`config.mk`:
```
export PLATFORM = sky130hd
export DESIGN_NAME = grid_astar_path_search
export DESIGN_NICKNAME = d
export VERILOG_FILES = /design/src/design/gaps_pkg.sv /design/src/design/grid_astar_path_search.sv /design/src/design/gaps_node_ram.sv /design/src/design/gaps_walk_ram.sv
export SDC_FILE = /design/constraint.sdc
export NUM_CORES = 2
export LEC_CHECK = 0
export ABC_AREA = 1
export BUFFER_PORTS_ARGS = -buffer_cell sky130_fd_sc_hd__buf_2
export CAP_MARGIN = 10
export CORE_MARGIN = 1
export CORE_UTILIZATION = 50
export CTS_CLUSTER_DIAMETER = 100
export CTS_CLUSTER_SIZE = 28
export DETAILED_ROUTE_END_ITERATION = 7
export HOLD_SLACK_MARGIN = 0.1
export PLACE_DENSITY = 0.61
export SLEW_MARGIN = 20
export SYNTH_ARGS = -nofsm -noshare
export SYNTH_HDL_FRONTEND = slang
export SYNTH_SLANG_ARGS = --single-unit
```
`constraint.sdc`:
```
create_clock -name clk -period 25.9 [get_ports clk]
set_input_delay 2.59 -clock clk [delete_from_list [all_inputs] [get_ports clk]]
set_output_delay 2.59 -clock clk [all_outputs]
set_load 0.05 [all_outputs]
```
`src/design/gaps_pkg.sv`:
```
// Shared types and constants for the grid path search block.
`timescale 1ns / 1ps
package gaps_pkg;
  localparam int unsigned COST_STRAIGHT = 10;
  localparam int unsigned COST_DIAG = 14;
  localparam int unsigned MAX_CELLS = 64;

  typedef enum logic [3:0] {
    ST_IDLE,
    ST_CLEAR,
    ST_SCAN,
    ST_SCAN_END,
    ST_EXPAND,
    ST_NB_READ,
    ST_NB_UPDATE,
    ST_TRACE_READ,
    ST_TRACE_STEP,
    ST_EMIT_READ,
    ST_EMIT,
    ST_FAIL
  } state_t;

  typedef struct packed {
    logic [5:0] addr;
    logic       wen;
    logic [9:0] g;
    logic [2:0] dir;
    logic       open;
    logic       closed;
  } node_req_t;

  typedef struct packed {
    logic [9:0] g;
    logic [2:0] dir;
    logic       open;
    logic       closed;
  } node_t;

  function automatic logic signed [1:0] move_dx(input logic [2:0] d);
    case (d)
      3'd0, 3'd1: move_dx = 2'sd0;
      3'd2, 3'd4, 3'd6: move_dx = 2'sd1;
      default: move_dx = -2'sd1;
    endcase
  endfunction

  function automatic logic signed [1:0] move_dy(input logic [2:0] d);
    case (d)
      3'd0, 3'd6, 3'd7: move_dy = -2'sd1;
      3'd2, 3'd3: move_dy = 2'sd0;
      default: move_dy = 2'sd1;
    endcase
  endfunction

  function automatic logic [6:0] octile(input logic [2:0] ax, input logic [2:0] ay,
                                        input logic [2:0] bx, input logic [2:0] by);
    logic [2:0] dx;
    logic [2:0] dy;
    logic [2:0] lo;
    logic [2:0] hi;
    dx = (ax > bx) ? ax - bx : bx - ax;
    dy = (ay > by) ? ay - by : by - ay;
    lo = (dx > dy) ? dy : dx;
    hi = (dx > dy) ? dx : dy;
    octile = 7'(lo * 7'd14) + 7'((hi - lo) * 7'd10);
  endfunction
endpackage

```
`src/design/grid_astar_path_search.sv`:
```
// Top level of the grid A* path search block.
// Load requests are accepted only while idle. A search clears the node memory, then for each
// expansion scans all 64 cells and tries 8 neighbours, then traces the path back and emits it;
// the single node memory port paces each step.
// One search runs at a time. Reset is synchronous: map all blocked, cell_pixels 16.
`timescale 1ns / 1ps
module grid_astar_path_search #(
  parameter int GRID_W = 8,
  parameter int GRID_H = 8
) (
  input  logic        clk,
  input  logic        rst,
  input  logic        cfg_we,
  input  logic [7:0]  cfg_wdata,
  input  logic        s_tvalid,
  output logic        s_tready,
  // tdata: cell_x[2:0], cell_y[5:3], walkable[6], goal_x[9:7], goal_y[12:10]
  input  logic [15:0] s_tdata,
  // tuser: kind
  input  logic        s_tuser,
  output logic        m_tvalid,
  input  logic        m_tready,
  // tdata: path_x[10:0], path_y[21:11], found[22]
  output logic [23:0] m_tdata,
  output logic        m_tlast
);
  import gaps_pkg::*;

  localparam logic [6:0] CELLS_C = 7'(MAX_CELLS);

  state_t state, state_next;
  logic [7:0] cell_pixels;
  logic [2:0] sx, sy, gx, gy;
  logic [6:0] cnt, cnt_next;
  logic [5:0] best, best_next;
  logic       have_best, have_best_next;
  logic [10:0] bf, bf_next;
  logic [6:0] bh, bh_next;
  logic [9:0] bg, bg_next;
  logic [2:0] bd, bd_next;
  logic [3:0] dir, dir_next;
  logic [5:0] nc, nc_next;
  logic [5:0] cur, cur_next;
  logic [6:0] plen, plen_next;
  logic [6:0] iter, iter_next;
  logic [5:0] trail [MAX_CELLS];
  logic       trail_we;
  logic [5:0] trail_rd;
  logic [5:0] trail_addr;
  node_req_t  req;
  node_t      nd;
  logic       walk_bit;
  logic [5:0] walk_raddr;
  logic       out_valid, out_valid_next, out_last, out_last_next, out_found, out_found_next;
  logic [10:0] out_x, out_x_next, out_y, out_y_next;

  logic [2:0] in_x, in_y, in_gx, in_gy;
  logic       load_ok;
  assign in_x = s_tdata[2:0];
  assign in_y = s_tdata[5:3];
  assign in_gx = s_tdata[9:7];
  assign in_gy = s_tdata[12:10];
  assign load_ok = s_tvalid && s_tready && !s_tuser &&
                   (32'(in_x) < GRID_W) && (32'(in_y) < GRID_H);

  gaps_walk_ram u_walk (
    .clk(clk), .rst(rst), .wen(load_ok), .waddr({in_y, in_x}),
    .wdata(s_tdata[6]), .raddr(walk_raddr), .rdata(walk_bit)
  );

  gaps_node_ram u_node (.clk(clk), .req(req), .rdata(nd));

  always_ff @(posedge clk) begin
    if (trail_we) begin
      trail[trail_addr] <= cur;
    end
    trail_rd <= trail[trail_addr];
  end

  function automatic logic [2:0] cx_of(input logic [5:0] c);
    cx_of = c[2:0];
  endfunction
  function automatic logic [2:0] cy_of(input logic [5:0] c);
    cy_of = c[5:3];
  endfunction

  logic [6:0] scan_c;
  logic [2:0] scx, scy;
  logic [6:0] sh;
  logic [10:0] sf;
  assign scan_c = cnt - 7'd1;
  assign scx = cx_of(scan_c[5:0]);
  assign scy = cy_of(scan_c[5:0]);
  assign sh = octile(scx, scy, gx, gy);
  assign sf = 11'(nd.g) + 11'(sh);

  logic signed [4:0] nx, ny;
  logic nb_in;
  logic [9:0] ng;
  assign nx = 5'(signed'({1'b0, cx_of(best)})) + 5'(move_dx(dir[2:0]));
  assign ny = 5'(signed'({1'b0, cy_of(best)})) + 5'(move_dy(dir[2:0]));
  assign nb_in = (nx >= 0) && (ny >= 0) && (32'(nx) < GRID_W) && (32'(ny) < GRID_H);
  assign ng = bg + ((dir < 4'd4) ? 10'(COST_STRAIGHT) : 10'(COST_DIAG));

  logic signed [4:0] px, py;
  assign px = 5'(signed'({1'b0, cx_of(cur)})) - 5'(move_dx(nd.dir));
  assign py = 5'(signed'({1'b0, cy_of(cur)})) - 5'(move_dy(nd.dir));

  logic [18:0] prod_x, prod_y;
  assign prod_x = 19'(cx_of(trail_rd)) * 19'(cell_pixels);
  assign prod_y = 19'(cy_of(trail_rd)) * 19'(cell_pixels);

  logic out_free;
  assign out_free = !out_valid || m_tready;
  assign s_tready = (state == ST_IDLE);

  always_ff @(posedge clk) begin
    if (rst) begin
      state <= ST_IDLE;
      cell_pixels <= 8'd16;
      out_valid <= 1'b0;
    end else begin
      state <= state_next;
      out_valid <= out_valid_next;
      if (cfg_we) begin
        cell_pixels <= cfg_wdata;
      end
    end
  end

  always_ff @(posedge clk) begin
    if (s_tvalid && s_tready && s_tuser) begin
      sx <= in_x;
      sy <= in_y;
      gx <= in_gx;
      gy <= in_gy;
    end
    cnt <= cnt_next;
    best <= best_next;
    have_best <= have_best_next;
    bf <= bf_next;
    bh <= bh_next;
    bg <= bg_next;
    bd <= bd_next;
    dir <= dir_next;
    nc <= nc_next;
    cur <= cur_next;
    plen <= plen_next;
    iter <= iter_next;
    out_x <= out_x_next;
    out_y <= out_y_next;
    out_found <= out_found_next;
    out_last <= out_last_next;
  end

  always_comb begin
    state_next = state;
    cnt_next = cnt;
    best_next = best;
    have_best_next = have_best;
    bf_next = bf;
    bh_next = bh;
    bg_next = bg;
    bd_next = bd;
    dir_next = dir;
    nc_next = nc;
    cur_next = cur;
    plen_next = plen;
    iter_next = iter;
    out_valid_next = out_valid && !m_tready;
    out_x_next = out_x;
    out_y_next = out_y;
    out_found_next = out_found;
    out_last_next = out_last;
    req = '0;
    walk_raddr = nc;
    trail_we = 1'b0;
    trail_addr = 6'(plen);
    case (state)
      ST_IDLE: begin
        cnt_next = '0;
        if (s_tvalid && s_tuser) begin
          state_next = ST_CLEAR;
        end
      end
      ST_CLEAR: begin
        req.addr = cnt[5:0];
        req.wen = 1'b1;
        req.open = (cnt[5:0] == {sy, sx});
        cnt_next = cnt + 7'd1;
        if (cnt == CELLS_C - 7'd1) begin
          if ((32'(sx) >= GRID_W) || (32'(sy) >= GRID_H) ||
              (32'(gx) >= GRID_W) || (32'(gy) >= GRID_H)) begin
            state_next = ST_FAIL;
          end else begin
            state_next = ST_EXPAND;
            iter_next = '0;
            dir_next = 4'd8;
          end
        end
      end
      ST_EXPAND: begin
        cnt_next = 7'd1;
        have_best_next = 1'b0;
        req.addr = 6'd0;
        if (iter == CELLS_C) begin
          state_next = ST_FAIL;
        end else begin
          state_next = ST_SCAN;
        end
      end
      ST_SCAN: begin
        if (nd.open && (!have_best || sf < bf || (sf == bf && sh < bh))) begin
          have_best_next = 1'b1;
          best_next = scan_c[5:0];
          bf_next = sf;
          bh_next = sh;
          bg_next = nd.g;
          bd_next = nd.dir;
        end
        req.addr = cnt[5:0];
        cnt_next = cnt + 7'd1;
        if (cnt == CELLS_C) begin
          state_next = ST_SCAN_END;
        end
      end
      ST_SCAN_END: begin
        iter_next = iter + 7'd1;
        if (!have_best) begin
          state_next = ST_FAIL;
        end else begin
          req.addr = best;
          req.wen = 1'b1;
          req.g = bg;
          req.dir = bd;
          req.closed = 1'b1;
          if (best == {gy, gx}) begin
            cur_next = best;
            plen_next = '0;
            state_next = ST_TRACE_READ;
          end else begin
            dir_next = '0;
            state_next = ST_NB_READ;
          end
        end
      end
      ST_NB_READ: begin
        if (dir == 4'd8) begin
          state_next = ST_EXPAND;
        end else if (!nb_in) begin
          dir_next = dir + 4'd1;
        end else begin
          nc_next = {ny[2:0], nx[2:0]};
          walk_raddr = {ny[2:0], nx[2:0]};
          req.addr = {ny[2:0], nx[2:0]};
          state_next = ST_NB_UPDATE;
        end
      end
      ST_NB_UPDATE: begin
        req.addr = nc;
        if (walk_bit && !nd.closed && (!nd.open || ng < nd.g)) begin
          req.wen = 1'b1;
          req.g = ng;
          req.dir = dir[2:0];
          req.open = 1'b1;
        end
        dir_next = dir + 4'd1;
        state_next = ST_NB_READ;
      end
      ST_TRACE_READ: begin
        req.addr = cur;
        state_next = ST_TRACE_STEP;
      end
      ST_TRACE_STEP: begin
        trail_we = 1'b1;
        plen_next = plen + 7'd1;
        if (cur == {sy, sx} || plen == CELLS_C - 7'd1 ||
            px < 0 || py < 0 || 32'(px) >= GRID_W || 32'(py) >= GRID_H) begin
          state_next = ST_EMIT_READ;
        end else begin
          cur_next = {py[2:0], px[2:0]};
          state_next = ST_TRACE_READ;
        end
      end
      ST_EMIT_READ: begin
        trail_addr = 6'(plen - 7'd1);
        state_next = ST_EMIT;
      end
      ST_EMIT: begin
        trail_addr = 6'(plen - 7'd1);
        if (out_free) begin
          out_valid_next = 1'b1;
          out_x_next = prod_x[10:0];
          out_y_next = prod_y[10:0];
          out_found_next = 1'b1;
          out_last_next = (plen == 7'd1);
          plen_next = plen - 7'd1;
          state_next = (plen == 7'd1) ? ST_IDLE : ST_EMIT_READ;
        end
      end
      ST_FAIL: begin
        if (out_free) begin
          out_valid_next = 1'b1;
          out_x_next = '0;
          out_y_next = '0;
          out_found_next = 1'b0;
          out_last_next = 1'b1;
          state_next = ST_IDLE;
        end
      end
      default: state_next = ST_IDLE;
    endcase
  end

  assign m_tvalid = out_valid;
  assign m_tdata = {1'b0, out_found, out_y, out_x};
  assign m_tlast = out_last;

`ifndef SYNTHESIS
  a_idle_ready: assert property (@(posedge clk) disable iff (rst)
    s_tready |-> (state == ST_IDLE)) else $error("ready outside idle");
  a_out_hold: assert property (@(posedge clk) disable iff (rst)
    (m_tvalid && !m_tready) |=> ($stable(m_tdata) && m_tvalid)) else $error("result dropped");
  a_fail_last: assert property (@(posedge clk) disable iff (rst)
    (m_tvalid && !m_tdata[22]) |-> m_tlast) else $error("no-path result without last");
`endif
endmodule

```
`src/design/gaps_node_ram.sv`:
```
// Per-cell search node memory: cost, parent move, open and closed flags.
`timescale 1ns / 1ps
module gaps_node_ram (
  input  logic               clk,
  input  gaps_pkg::node_req_t req,
  output gaps_pkg::node_t    rdata
);
  import gaps_pkg::*;

  node_t mem [MAX_CELLS];

  always_ff @(posedge clk) begin
    if (req.wen) begin
      mem[req.addr] <= '{g: req.g, dir: req.dir, open: req.open, closed: req.closed};
    end
    rdata <= mem[req.addr];
  end
endmodule

```
`src/design/gaps_walk_ram.sv`:
```
// Walkable bit map with valid bits cleared at reset.
`timescale 1ns / 1ps
module gaps_walk_ram (
  input  logic       clk,
  input  logic       rst,
  input  logic       wen,
  input  logic [5:0] waddr,
  input  logic       wdata,
  input  logic [5:0] raddr,
  output logic       rdata
);
  import gaps_pkg::*;

  logic bits [MAX_CELLS];
  logic [MAX_CELLS-1:0] valid;

  always_ff @(posedge clk) begin
    if (wen) begin
      bits[waddr] <= wdata;
    end
    rdata <= bits[raddr] & valid[raddr] & !rst;
  end

  always_ff @(posedge clk) begin
    if (rst) begin
      valid <= '0;
    end else if (wen) begin
      valid[waddr] <= 1'b1;
    end
  end
endmodule
```
==> qor.txt <==
Outcome = finished clean
Total CTS buffers = 69
Global placer's final weighted congestion = 0.849
Die area = 139000 um2
Die width = 373 um
Share of cells above drive strength 1 = 5.21%
Reg2reg start = cnt[0]
CTS Buffer Depth = 3
Drt total wl = 172000 um
Hold buffer count at CTS = 0
Required time worst endpoint = 26.25 ns
R2R Path End = bh[5]
Remaining DRCs = 0
Post-CTS Setup Inserts = 0
Non-Filler Instances = 8054
Initial antenna violation count = 1
Setup crit end = bh[5]
Core Box Area = 136000 um2
Seq/Total Area, Yosys = 69.0%
Seq cells post-synth = 1616
DR iter-0 viols = 4181
Crit path launch = cnt[0]
Worst slew pin tran = 1.13 ns
Worst-skew pair later-pin latency = 0.72 ns
Dpl cells = 7949
Mapped Area = 68800 um2
Syn Nets = 6423
Ys flop type = edfxtp_1
Drt first pass iters = 8
Top-count cell post-synth = nand2_1
Root buf cell = clkbuf_16
Synth area leader = edfxtp_1
Final period util = 37.9%
CP endpoint kind = flip-flop
Max FO, Critical Path = 29
Slowest cell delay on critical path = 0.55 ns
Clock Skews = 0.0456 ns
Clock sink total = 1616
F_max = 102 MHz
R2R cell count = 45
Post-synth ARST share = 0%
Hold crit path type = reg -> reg
Relative slew slack = 24.3%
Die H = 373 um
DRT antenna net count = 0
Ports = 57
Gr usage total = 24.4%
RSZ-0062 raised after global routing = false
Fill count = 11651
CTS tree = built
Setup CP Type = reg -> reg
Number of global-route vias before repair = 42085
Cell variety after synth = 55
R2R setup slack = 16.09 ns
Area of the multi-input gates = 19100 um2
Layout net count = 6406
Gate Count Post-Synth = 6256
Nature of the critical path startpoint = flip-flop
Area contributors post-synth = edfxtp_1 (66%), nand2_1 (13%), dfxtp_1 (3.1%), a21oi_1 (2.8%), nor2_1 (2.7%)
Via count = 44659
Register Area = 47500 um2
Dpl hpwl = 99000 um
Maximum number of pins on one net before global-route repair = 163
H-tree lvl count = 3
Row count = 135
Post-CTS Resized = 0
Initial Util = 50.6%
Max-cap viol count = 0
Setup TNS = 0 ns
Final-report hold violation count = 0
Avg Inst Size Synth = 11.0 um2
Slowest library cell on the worst path = edfxtp_1
Via density = 5.54
Worst Path Arrival = 10.17 ns
Max Slew Vio Count = 0
Top-area cell type share of the netlist area = 66.0%
Synth warnings = 0
Min cycle time layout = 9.81 ns
# port buffers = 52
Number of synthesized flops with an enable pin = 1511
CTS clk-pin slew, worst paths = 0.12 ns
Gr ovfl total = 0
Area growth, synth to finish = 6.52%
Most common cell on crit path = ha_1
Wire per inst = 21.3 um
Most instantiated cells after synthesis = nand2_1 (2339), edfxtp_1 (1511), nor2_1 (498)
Final setup violation count = 0
First-pass GRT wire length = 259000 um
-- registers in the layout, summed over array words and instances, names as in the netlist, 4 cells and up --
signal	cells
u_node.mem	960
trail	384
u_walk.bits	64
u_walk.valid	64
u_node.rdata	15
bf	11
out_x	11
out_y	11
bg	9
cell_pixels	8
cnt	7
iter	7
plen	7
best	6
bh	6
cur	6
nc	6
trail_rd	6
dir	4
state	4
-- stage by stage --
step	setup slack (ns)	cell area [um2]	util, %	hold slack [ns]
2_1_floorplan	17.40	68800	-	0.408
3_3_place_gp	16.21	71200	52.4	0.449
3_5_place_dp	16.12	71200	52.4	0.457
4_1_cts	16.02	73200	53.9	0.483
5_1_grt	15.07	73200	53.9	0.505
6_report	16.09	73200	53.9	0.478
-- area by class of cell --
class / count / area share, %
sequential: 1616 / 64.8
multi-input combinational: 4076 / 26.1
tap: 1781 / 3.04
clock buffer: 93 / 2.54
timing repair buffer: 182 / 1.76
inverter: 294 / 1.53
clock inverter: 10 / 0.200
antenna: 2 / 0.00683
-- kinds of logic after synthesis --
group | synth area share (%)
simple gates | 17.6
flops | 69.0
compound gates | 6.38
buf+inv | 3.45
fa+ha+maj | 2.81
xor+xnor | 0.611
mux | 0.0637
other cells | 0.00545
-- worst min path at each step --
stage	from	endpoint	slack [ns]	cells past startpoint
5_1_grt	u_walk.valid[19]	u_walk.valid[19]	0.51	2
3_3_place_gp	u_walk.valid[28]	u_walk.valid[28]	0.45	2
2_1_floorplan	u_node.rdata[13]	bg[8]	0.41	0
4_1_cts	u_walk.valid[18]	u_walk.valid[18]	0.48	2
3_5_place_dp	u_walk.valid[18]	u_walk.valid[18]	0.46	2
6_report	u_walk.valid[25]	u_walk.valid[25]	0.48	2
-- worst max-delay path: cells and delay by family (launching register included) --
family                     cells  cell delay (ns)
and+or+nand+nor               11             1.20
adders and majority gates     10             2.97
xor gates and xnor gates       5             1.00
DFF                            1             0.55
AOI/OAI and AO/OA              9             1.93
muxes                          1             0.38
buffers and inverters          9             1.41
-- layout by cell type, fill, tap and decap left out, types with 5 or more instances in the layout --
cell       instances
nand2_1         2338
edfxtp_1        1511
nor2_1           497
a21oi_1          378
inv_1            281
nand3_1          129
buf_4            127
o21ai_0          119
o21ai_1          117
a22oi_1          108
ha_1             108
dfxtp_1          105
clkbuf_16         71
buf_2             51
nand4_1           48
xor2_1            38
fa_1              29
nor3_1            27
a221oi_1          24
clkbuf_1          22
and3_1            12
xnor2_1           10
inv_2             10
nor4_1             9
o21ai_4            7
o22ai_1            7
nor3_2             7
nand2_2            6
or2_2              5
-- per-layer routing --
metal | global-route usage [%] | vias up | wire length [um]
met2 | 40.7 | 1394 | 83100
met1 | 34.5 | 21891 | 74900
met3 | 2.45 | 194 | 9630
li1 | - | 21180 | -
met4 | 6.24 | 0 | 4240
met5 | 0 | - | 0
Power is not shown: default switching activity piles up to over one toggle a cycle in this logic, so the estimate is an artifact.
